`src/mrs_pkg.sv`:
```
`timescale 1ns / 1ps
package mrs_pkg;

  localparam int FrameBytesDef  = 64;
  localparam int RegDepthDef    = 256;
  localparam int MaxReadRegsDef = 16;

  localparam logic [7:0]  ADDR_ANY      = 8'hFF;
  localparam logic [7:0]  FN_READ       = 8'h03;
  localparam logic [7:0]  FN_WRITE_ONE  = 8'h06;
  localparam logic [7:0]  FN_WRITE_MANY = 8'h10;
  localparam logic [15:0] LOW_BYTE      = 16'h00FF;
  localparam logic [15:0] CRC_POLY      = 16'hA001;
  localparam logic [15:0] CRC_INIT      = 16'hFFFF;

  typedef enum logic [1:0] {
    FM_IDX,
    FM_HI,
    FM_LO
  } fm_sel_t;

  typedef enum logic [2:0] {
    REG_NONE,
    REG_CLR,
    REG_ST_RD,
    REG_RD,
    REG_WR1,
    REG_WRM
  } reg_op_t;

  typedef enum logic [2:0] {
    ESRC_HDR,
    ESRC_CNT,
    ESRC_RHI,
    ESRC_RLO,
    ESRC_FM,
    ESRC_CRCL,
    ESRC_CRCH
  } esrc_t;

  typedef struct packed {
    logic    fm_rd;
    fm_sel_t fm_sel;
    logic    hold_ld;
    reg_op_t reg_op;
    logic    emit;
    esrc_t   esrc;
    logic    elast;
    logic    idx_clr;
    logic    idx_inc;
    logic    tx_init;
    logic    frame_clr;
  } mrs_cmd_t;

  typedef struct packed {
    logic rx_end;
    logic emit_ok;
    logic clr_last;
    logic idx_eq1;
    logic idx_eq5;
    logic idx_last_n;
    logic idx_last_len;
    logic go_read;
    logic go_w1;
    logic go_wm;
  } mrs_stat_t;

  function automatic logic [15:0] crc_byte(input logic [15:0] crc, input logic [7:0] b);
    logic [15:0] c;
    c = crc ^ {8'h00, b};
    for (int k = 0; k < 8; k++) begin
      c = c[0] ? ((c >> 1) ^ CRC_POLY) : (c >> 1);
    end
    return c;
  endfunction

endpackage

```
`src/mrs_ctrl.sv`:
```
`timescale 1ns / 1ps
module mrs_ctrl (
  input  logic              clk,
  input  logic              rst_n,
  input  mrs_pkg::mrs_stat_t st,
  output mrs_pkg::mrs_cmd_t  cmd,
  output logic              rx_ready
);
  import mrs_pkg::*;

  typedef enum logic [18:0] {
    S_CLR  = 19'b0000000000000000001,
    S_IDLE = 19'b0000000000000000010,
    S_STA  = 19'b0000000000000000100,
    S_DEC  = 19'b0000000000000001000,
    S_RHDR = 19'b0000000000000010000,
    S_RCNT = 19'b0000000000000100000,
    S_RRD  = 19'b0000000000001000000,
    S_RHI  = 19'b0000000000010000000,
    S_RLO  = 19'b0000000000100000000,
    S_CRCL = 19'b0000000001000000000,
    S_CRCH = 19'b0000000010000000000,
    S_W1   = 19'b0000000100000000000,
    S_ERD  = 19'b0000001000000000000,
    S_EOUT = 19'b0000010000000000000,
    S_WRH  = 19'b0000100000000000000,
    S_WRL  = 19'b0001000000000000000,
    S_WWR  = 19'b0010000000000000000,
    S_WHDR = 19'b0100000000000000000,
    S_DONE = 19'b1000000000000000000
  } state_t;

  state_t state_r, state_nxt;

  always_ff @(posedge clk) begin
    if (!rst_n) begin
      state_r <= S_CLR;
    end else begin
      state_r <= state_nxt;
    end
  end

  assign rx_ready = (state_r == S_IDLE);

  always_comb begin
    cmd       = '0;
    cmd.fm_sel = FM_IDX;
    cmd.reg_op = REG_NONE;
    cmd.esrc   = ESRC_HDR;
    state_nxt = state_r;
    unique case (state_r)
      S_CLR: begin
        cmd.reg_op  = REG_CLR;
        cmd.idx_inc = 1'b1;
        if (st.clr_last) begin
          cmd.idx_clr = 1'b1;
          state_nxt   = S_IDLE;
        end
      end
      S_IDLE: begin
        if (st.rx_end) state_nxt = S_STA;
      end
      S_STA: begin
        cmd.reg_op = REG_ST_RD;
        state_nxt  = S_DEC;
      end
      S_DEC: begin
        cmd.tx_init = 1'b1;
        cmd.idx_clr = 1'b1;
        priority if (st.go_read) state_nxt = S_RHDR;
        else if (st.go_w1)       state_nxt = S_W1;
        else if (st.go_wm)       state_nxt = S_WRH;
        else                     state_nxt = S_DONE;
      end
      S_RHDR: begin
        cmd.esrc = ESRC_HDR;
        if (st.emit_ok) begin
          cmd.emit    = 1'b1;
          cmd.idx_inc = 1'b1;
          if (st.idx_eq1) state_nxt = S_RCNT;
        end
      end
      S_RCNT: begin
        cmd.esrc = ESRC_CNT;
        if (st.emit_ok) begin
          cmd.emit    = 1'b1;
          cmd.idx_clr = 1'b1;
          state_nxt   = S_RRD;
        end
      end
      S_RRD: begin
        cmd.reg_op = REG_RD;
        state_nxt  = S_RHI;
      end
      S_RHI: begin
        cmd.esrc = ESRC_RHI;
        if (st.emit_ok) begin
          cmd.emit  = 1'b1;
          state_nxt = S_RLO;
        end
      end
      S_RLO: begin
        cmd.esrc = ESRC_RLO;
        if (st.emit_ok) begin
          cmd.emit    = 1'b1;
          cmd.idx_inc = 1'b1;
          state_nxt   = st.idx_last_n ? S_CRCL : S_RRD;
        end
      end
      S_CRCL: begin
        cmd.esrc = ESRC_CRCL;
        if (st.emit_ok) begin
          cmd.emit  = 1'b1;
          state_nxt = S_CRCH;
        end
      end
      S_CRCH: begin
        cmd.esrc  = ESRC_CRCH;
        cmd.elast = 1'b1;
        if (st.emit_ok) begin
          cmd.emit  = 1'b1;
          state_nxt = S_DONE;
        end
      end
      S_W1: begin
        cmd.reg_op = REG_WR1;
        state_nxt  = S_ERD;
      end
      S_ERD: begin
        cmd.fm_rd  = 1'b1;
        cmd.fm_sel = FM_IDX;
        state_nxt  = S_EOUT;
      end
      S_EOUT: begin
        cmd.esrc  = ESRC_FM;
        cmd.elast = st.idx_last_len;
        if (st.emit_ok) begin
          cmd.emit    = 1'b1;
          cmd.idx_inc = 1'b1;
          state_nxt   = st.idx_last_len ? S_DONE : S_ERD;
        end
      end
      S_WRH: begin
        cmd.fm_rd  = 1'b1;
        cmd.fm_sel = FM_HI;
        state_nxt  = S_WRL;
      end
      S_WRL: begin
        cmd.fm_rd   = 1'b1;
        cmd.fm_sel  = FM_LO;
        cmd.hold_ld = 1'b1;
        state_nxt   = S_WWR;
      end
      S_WWR: begin
        cmd.reg_op  = REG_WRM;
        cmd.idx_inc = 1'b1;
        if (st.idx_last_n) begin
          cmd.idx_clr = 1'b1;
          state_nxt   = S_WHDR;
        end else begin
          state_nxt = S_WRH;
        end
      end
      S_WHDR: begin
        cmd.esrc = ESRC_HDR;
        if (st.emit_ok) begin
          cmd.emit    = 1'b1;
          cmd.idx_inc = 1'b1;
          if (st.idx_eq5) state_nxt = S_CRCL;
        end
      end
      S_DONE: begin
        cmd.frame_clr = 1'b1;
        state_nxt     = S_IDLE;
      end
      default: state_nxt = S_CLR;
    endcase
  end

endmodule

```
`config.mk`:
```
export PLATFORM = sky130hd
export DESIGN_NAME = mrs_ctrl
export DESIGN_NICKNAME = d
export VERILOG_FILES = /design/src/mrs_pkg.sv /design/src/mrs_ctrl.sv
export SDC_FILE = /design/constraint.sdc
export NUM_CORES = 1
export LEC_CHECK = 0
export ABC_CLOCK_PERIOD_IN_PS = 3300
export BUFFER_PORTS_ARGS = -buffer_cell sky130_fd_sc_hd__buf_2
export CORE_MARGIN = 1.5
export CORE_UTILIZATION = 60
export CTS_BUF_LIST = sky130_fd_sc_hd__clkbuf_4 sky130_fd_sc_hd__clkbuf_8
export DETAILED_ROUTE_END_ITERATION = 8
export GPL_TIMING_DRIVEN = 0
export PLACE_DENSITY = 0.87
export SYNTH_ARGS = -nofsm -noshare
export SYNTH_HDL_FRONTEND = slang
export SYNTH_SLANG_ARGS = --single-unit
```
`constraint.sdc`:
```
create_clock -name clk -period 3.3 [get_ports clk]
set_clock_uncertainty 0.1 [all_clocks]
set_input_delay 0.66 -clock clk [delete_from_list [all_inputs] [get_ports clk]]
set_output_delay 0.66 -clock clk [all_outputs]
set_load 0.05 [all_outputs]
```
# [After elaboration in Yosys (flattened, before gate mapping)]
# Cells that the tools add are included.
[word_totals] inputBits=12 word_cells=67 register_bits=19 output_inout_bits=17
[classes] n_eq_ne=31 n_reduce_logical=4 n_mux=31
[ops] operator="one-hot mux 19 bit (19 select lines)" count=1
[ops] operator="two-way mux 19 bit" count=16
[ops] operator="one-hot mux 4 bit (7 select lines)" count=1
[ops] operator="!= test 2 bit (second input constant)" count=12
[ops] operator="equality test 19 x 1 -> 1 bit (second input constant)" count=1
[ops] operator="equality test 19 x 10 -> 1 bit (second input constant)" count=1
[ops] operator="equality test 19 x 11 -> 1 bit (second input constant)" count=1
[ops] operator="equality test 19 x 12 -> 1 bit (second input constant)" count=1
[ops] operator="equality test 19 x 13 -> 1 bit (second input constant)" count=1
[ops] operator="equality test 19 x 14 -> 1 bit (second input constant)" count=1
[ops] operator="equality test 19 x 15 -> 1 bit (second input constant)" count=1
[ops] operator="equality test 19 x 16 -> 1 bit (second input constant)" count=1
[ops] operator="equality test 19 x 17 -> 1 bit (second input constant)" count=1
[ops] operator="equality test 19 x 18 -> 1 bit (second input constant)" count=1
[ops] operator="equality test 19 bit (second input constant)" count=1
[ops] operator="equality test 19 x 2 -> 1 bit (second input constant)" count=1
[ops] operator="equality test 19 x 3 -> 1 bit (second input constant)" count=1
[ops] operator="equality test 19 x 4 -> 1 bit (second input constant)" count=1
[ops] operator="equality test 19 x 5 -> 1 bit (second input constant)" count=1
[ops] operator="equality test 19 x 6 -> 1 bit (second input constant)" count=1
[ops] operator="equality test 19 x 7 -> 1 bit (second input constant)" count=1
[ops] operator="equality test 19 x 8 -> 1 bit (second input constant)" count=1
[ops] operator="equality test 19 x 9 -> 1 bit (second input constant)" count=1
[ops] operator="two-way mux 18 bit" count=1
[ops] operator="other kinds (9)" count=16

# [Longest topological paths before layout]
# Gate-level depths: netlist of the first run.
[depth] depth_word=4 ltp_mapped=7 ltp_nobuf=6

# [Worst setup path before layout of the first run]
# No wires, ideal clock.
[synth_path] kind="register -> output" startpoint="reg state_r[0]" endpoint="out cmd[14] (netlist name)" setup_slack_ps=-801 arrival_time_ps=3341 path_stages_with_launch=6 path_buffers=1 required_time_ps=2540 cell_sequence="dfxtp_1 nor4_2 and2_1 nand4_1 nor4b_1 buf_4"
[synth_lines] element="start: declaration" line="mrs_ctrl.sv:33" text="state_t state_r, state_nxt;"
[synth_lines] element="start signal: assignment" line="mrs_ctrl.sv:39" text="state_r <= state_nxt;"
[synth_lines] element="end: declaration" line="mrs_ctrl.sv:6" text="output mrs_pkg::mrs_cmd_t cmd,"

==> flow_summary_export.csv, run 1 <==
group,metric,value,unit
setup_path,crit_family,"simple AND/OR/NAND/NOR gates",
drt,drtIter0Drc,84,
setup_path,cp_data_required_time,2.54,ns
clock_tree,numCtsBuffers,3,
setup_path,path_cells,"nor4_4 -> and2_1 -> nand4_1 -> a211oi_1 -> buf_2",
global_route,track_usage,29.1,%
final_layout,fin_nets,213,
die,die_height,50.0,um
die,rows,16,
yosys,synth_nets,177,
drt,wl_met1,1490,um
drt,drt-wirelength-per-cell,16.2,um
drt,drt_first_pass_iters,6,
placed_design,gp_congestion,0.912,
clock_tree,hold_buffers,0,
clock_tree,cts_tree,"done",
die,io_pins,29,
flow_run,cap_violations,0,
timing,hold_slack,0.470,ns
yosys,synthFlopType,"dfxtp_1",
final_layout,area_growth,22.5,%
setup_path,cp_num_cells,5,
timing,finalSetupViolCount,0,
setup_path,cp.arrival,2.51,ns
setup_path,r2r_start,"state_r[9]$_SDFFE_PN0P_",
setup_path,reg2regPathDepth,9,
global_route,grt_pass1_vias,1266,
yosys,synth_area_leaders,"dfxtp_1 (29%), a21oi_1 (5.3%), nor2_1 (5.1%), nor4_4 (4.8%), nand3_1 (3.8%)",
min_path,hold_path_class,"reg2reg",
drt,remaining_drc_errors,0,
pwr,totalPowerFinal,0.000475,W
final_layout,antennaDiodeCount,0,
timing,worst_slew_pin_slew,0.519,ns
global_route,grt.overflow.total,0,
final_layout,mostFrequentLayoutCells,"buf_2 (29), dfxtp_1 (19), nor2_1 (18)",
yosys,synth-seq-cells,19,
setup_path,worstPathMaxFanout,6,
final_layout,drive_gt1_share,33.0,%
clock_tree,clock-sinks,19,
drt,via_per_inst,6.54,
die,initial_core_util,65.6,%
pwr,ir_drop,0.249,mV
setup_path,crit_type,"reg2out",
yosys,yosysWarnings,0,
min_path,min_path_cells,2,
setup_path,slowest_stage,"nor4_4",
yosys,synth_edf_count,0,
yosys,syn_inst,165,
die,core_area,2020,um2
global_route,antenna_found_initial,0,
yosys,async_flop_share,0,%
placed_design,port_buffers,28,
final_layout,regArea,380,um2
yosys,synth_top_cell_area_share,28.7,%
timing,tns,0,ns
clock_tree,clock_path_buffers,2,
global_route,grt_pass1_wl,5600,um
final_layout,n_fill_cell,139,
final_layout,top_regs,"state_r (19)",
clock_tree,htreeDepth,1,
yosys,synthDistinctLibCells,50,
final_layout,fin_util,80.4,%
drt,met2_length,1720,um
run_status,status,"finished, final reports clean",
timing,min_period,3.27,ns
drt,ant_nets,0,
drt,routed.top_layer,"met4",
clock_tree,clk_latency,0.31,ns
clock_tree,cts_root_buffer,"clkbuf_4",
setup_path,critPathMaxStageDelay,0.47,ns
die,die_area,2500,um2
timing,rsz0062_at_grt,"true",
final_layout,top_register,"state_r",
timing,finalHoldViolCount,0,
clock_tree,path_clk_slew,0.13,ns
timing,max-slew-margin-rel,65.1,%
min_path,hold_start,"state_r[13]$_SDFFE_PN0P_",
yosys,netlist_area,1330,um2
final_layout,layout_commonest_cell,"buf_2",
yosys,yosys.area.top_type,"dfxtp_1",
timing,max_freq,306,MHz
setup_path,cp-start-kind,"flop",
yosys,synth_area_per_cell,8.04,um2
global_route,grt_max_degree,12,
final_layout,largest_reg_flops,19,
placed_design,dp_hpwl,2620,um
pwr,leakage,0.684,nW
drt,route.met3.wl,366,um
final_layout,multiInputGateArea,958,um2
timing,post-route-period-util,99.0,%
drt,drt-total-wl,3690,um
die,die_w,50.0,um
setup_path,critPathLaunch,"state_r[7]$_SDFFE_PN0P_",
setup_path,critPathBufInv,1,
pwr,power-per-cell-area,292,nW/um2
timing,drv_slew,0,
setup_path,end_kind,"primary output",
yosys,ys_seq_area_share,28.7,%
drt,vias,1484,
==> cell type report <==
| type | count | share of cell area, % |
|---|---|---|
| Multi-Input combinational cell | 133 | 59.0 |
| Sequential cell | 19 | 23.4 |
| Timing Repair Buffer | 31 | 10.0 |
| Inverter | 9 | 2.08 |
| Tap cell | 27 | 2.08 |
| Buffer | 4 | 1.77 |
| Clock buffer | 3 | 1.39 |
| Clock inverter | 1 | 0.308 |
==> worst register-to-register path: cells and delay by family (launching register included) <==
kind / cells / cell delay (ns)
AOI/OAI and AO/OA: 2 / 0.68
buffers and inverters: 3 / 0.50
DFF: 1 / 0.33
and+or+nand+nor: 4 / 0.77
==> repair_timing <==
action	in CTS	in global routing
setup endpoints to repair	2	8
pin swaps	0	4
setup buffers	0	3
gates cloned	0	0
resized for setup	2	5
==> path summary, 6_finish.rpt <==
| check | end | slack (ns) |
|---|---|---|
| worst max-delay path | cmd[15] | 0.03 |
| worst min-delay path | state_r[13]$_SDFFE_PN0P_ | 0.47 |
| worst max register to register | state_r[12]$_SDFFE_PN0P_ | 0.87 |
| worst min register to register | state_r[13]$_SDFFE_PN0P_ | 0.47 |
==> power breakdown <==
part / switching, W / internal (W)
Sequential: 0.00000450 / 0.000232
Combinational: 0.0000769 / 0.0000358
Clock: 0.0000802 / 0.0000452
==> cell families after synthesis <==
group	count (synthesis)	synth area share (%)
simple gates	97	48.2
compound gates	32	15.8
flops	19	28.7
buf+inv	13	4.72
xor+xnor	4	2.64
==> synthesized netlist by cell type, drive strengths merged (2+ instances only) <==
cell    count
dfxtp      19
nor2       18
a21oi      14
nand3      12
nand2      11
nor4       11
inv         8
o21ai       7
nor3        6
nand2b      5
nand4       5
or2         5
or3         5
and2        4
buf         3
nor4b       3
xor2        3
and3        2
and4        2
nand4b      2
or4b        2
==> routing by layer <==
metal  vias up  GRT usage (%)
li1        682              -
met1       678           39.7
met2       104           46.1
met3        20           2.73
met4         0           13.4
met5         -              0
==> per-stage QoR <==
stage	setup slack [ns]	cell area, um2	cells
after floorplan	-0.0150	1350	165
after global placement	0.356	1520	220
after detailed placement	0.335	1520	220
after CTS	0.00204	1560	224
after global routing	-0.0460	1630	227
final	0.0330	1630	227
(Power assumes the default switching activity.)
==> run 2: changes to the inputs <==
- CORE_ASPECT_RATIO: unset -> 0.7
==> flow_summary_export.csv, run 2 (synthesis results as in run 1) <==
group,metric,value,unit
pwr,leakage,0.689,nW
pwr,totalPowerFinal,0.000476,W
setup_path,cp.arrival,2.49,ns
placed_design,dp.cells,225,
timing,rsz0062_at_grt,"true",
final_layout,area_growth,23.1,%
final_layout,fin_nets,214,
global_route,grt_pass1_vias,1253,
die,die_area,2510,um2
drt,ant_nets,0,
setup_path,end_kind,"primary output",
final_layout,top_regs,"state_r (19)",
setup_path,r2r-end,"state_r[2]$_SDFFE_PN0P_",
die,rows,14,
die,initial_core_util,62.6,%
timing,finalSetupViolCount,0,
global_route,grt_max_degree,11,
die,die_height,42.3,um
clock_tree,clock_path_buffers,2,
drt,drtIter0Drc,93,
setup_path,crit_type,"reg2out",
timing,worst_slew_pin_slew,0.597,ns
setup_path,cp-start-kind,"flop",
timing,max_freq,308,MHz
clock_tree,clock-sinks,19,
setup_path,cp-endpoint,"cmd[2]",
timing,max-slew-margin-rel,59.9,%
drt,drt-wirelength-per-cell,17.0,um
drt,drt-total-wl,3960,um
die,io_pins,29,
global_route,antenna_found_initial,0,
flow_run,cap_violations,0,
clock_tree,path_clk_slew,0.12,ns
global_route,grt.overflow.total,0,
clock_tree,cts_tree,"done",
die,die_w,59.2,um
setup_path,critPathLaunch,"state_r[9]$_SDFFE_PN0P_",
global_route,grt_pass1_wl,5730,um
drt,vias,1488,
setup_path,r2r_start,"state_r[10]$_SDFFE_PN0P_",
final_layout,antennaDiodeCount,0,
pwr,ir_drop,0.230,mV
timing,post-route-period-util,98.4,%
die,core_area,2120,um2
clock_tree,cts_root_buffer,"clkbuf_4",
drt,remaining_drc_errors,0,
setup_path,reg2regPathDepth,7,
clock_tree,htreeDepth,1,
run_status,status,"finished, final reports clean",
timing,finalHoldViolCount,0,
drt,drt_first_pass_iters,5,
setup_path,cp_data_required_time,2.54,ns
clock_tree,numCtsBuffers,3,
final_layout,fin_cells,233,
timing,min_period,3.25,ns
min_path,hold_path_class,"reg2reg",
drt,via_per_inst,6.39,
placed_design,dp_hpwl,2910,um
final_layout,largest_reg_flops,19,
setup_path,r2r_setup_slack,0.88,ns
final_layout,top_register,"state_r",
final_layout,layout_commonest_cell,"buf_2",
global_route,track_usage,30.7,%
placed_design,gp_congestion,0.883,
clock_tree,clk_latency,0.31,ns
final_layout,drive_gt1_share,33.3,%
final_layout,mostFrequentLayoutCells,"buf_2 (29), dfxtp_1 (19), nor2_1 (18)",
clock_tree,hold_buffers,0,
timing,drv_slew,0,
placed_design,port_buffers,28,
pwr,power-per-cell-area,291,nW/um2
setup_path,worstPathMaxFanout,7,
[run 2: cell types whose count changed in the layout (fill, tap and decap cells not counted), sizes merged]
cell    previous run  this run
buf               34        35
clkbuf             4         5
clkinv             2         1
[run 2: how the worst min path moves through the flow]
stage	from	endpoint	slack (ns)	cells past startpoint
after global routing	st[1]	state_r[11]$_SDFFE_PN0P_	0.50	3
after floorplan	state_r[13]$_SDFFE_PN0P_	state_r[13]$_SDFFE_PN0P_	0.42	2
after CTS	state_r[5]$_SDFFE_PN0P_	state_r[5]$_SDFFE_PN0P_	0.48	2
after global placement	state_r[5]$_SDFFE_PN0P_	state_r[5]$_SDFFE_PN0P_	0.44	2
final	state_r[7]$_SDFFE_PN0P_	state_r[7]$_SDFFE_PN0P_	0.49	2
after detailed placement	state_r[13]$_SDFFE_PN0P_	state_r[13]$_SDFFE_PN0P_	0.46	2
[run 2: layout make-up]
type,count,area (um2)
buffer,4,28.8
clock buffer,4,30.0
fill,144,487
inverter,9,33.8
multi-input combinational,133,950
sequential,19,380
tap,32,40.0
timing repair buffer,32,170
[run 2: stage by stage]
stage               setup slack, ns  hold slack, ns  setup TNS, ns  instance area, um2  util, %
floorplan                   -0.0150           0.420        -0.0150                1350        -
global placement              0.367           0.441              0                1530     72.1
detailed placement            0.306           0.462              0                1530     72.1
CTS                          0.0215           0.482              0                1570     73.8
global route                -0.0760           0.499         -0.229                1630     77.0
finish                       0.0517           0.493              0                1630     77.0
[run 2: critical path, cell delays in order, from the launching register on]
cell and delay (ns):
dfxtp_1 0.32, clkbuf_2 0.17, nor4_4 0.33, buf_4 0.20
nand3_1 0.23, nor4_4 0.43, nor2_1 0.13, o21ai_1 0.09
buf_2 0.27
[run 2: routing by layer]
layer | part of all wire (%) | vias up | GRT usage (%)
li1 | - | 687 | -
met1 | 40 | 690 | 41.4
met2 | 48 | 88 | 50.3
met3 | 9.0 | 23 | 7.72
met4 | 2.9 | 0 | 4.55
met5 | 0 | - | 0
[run 2: power breakdown]
| group | total [W] | switching (W) | internal (W) |
|---|---|---|---|
| clock | 0.000129 | 0.0000739 | 0.0000555 |
| sequential | 0.000236 | 0.00000387 | 0.000232 |
| combinational | 0.000111 | 0.0000747 | 0.0000359 |
[run 2: timing repair]
item	in CTS	in global routing
setup endpoints to repair	2	6
buffers inserted	0	4
hold endpoints to repair	0	0
resized for setup	1	5
gates cloned	0	0
pin swaps	0	2
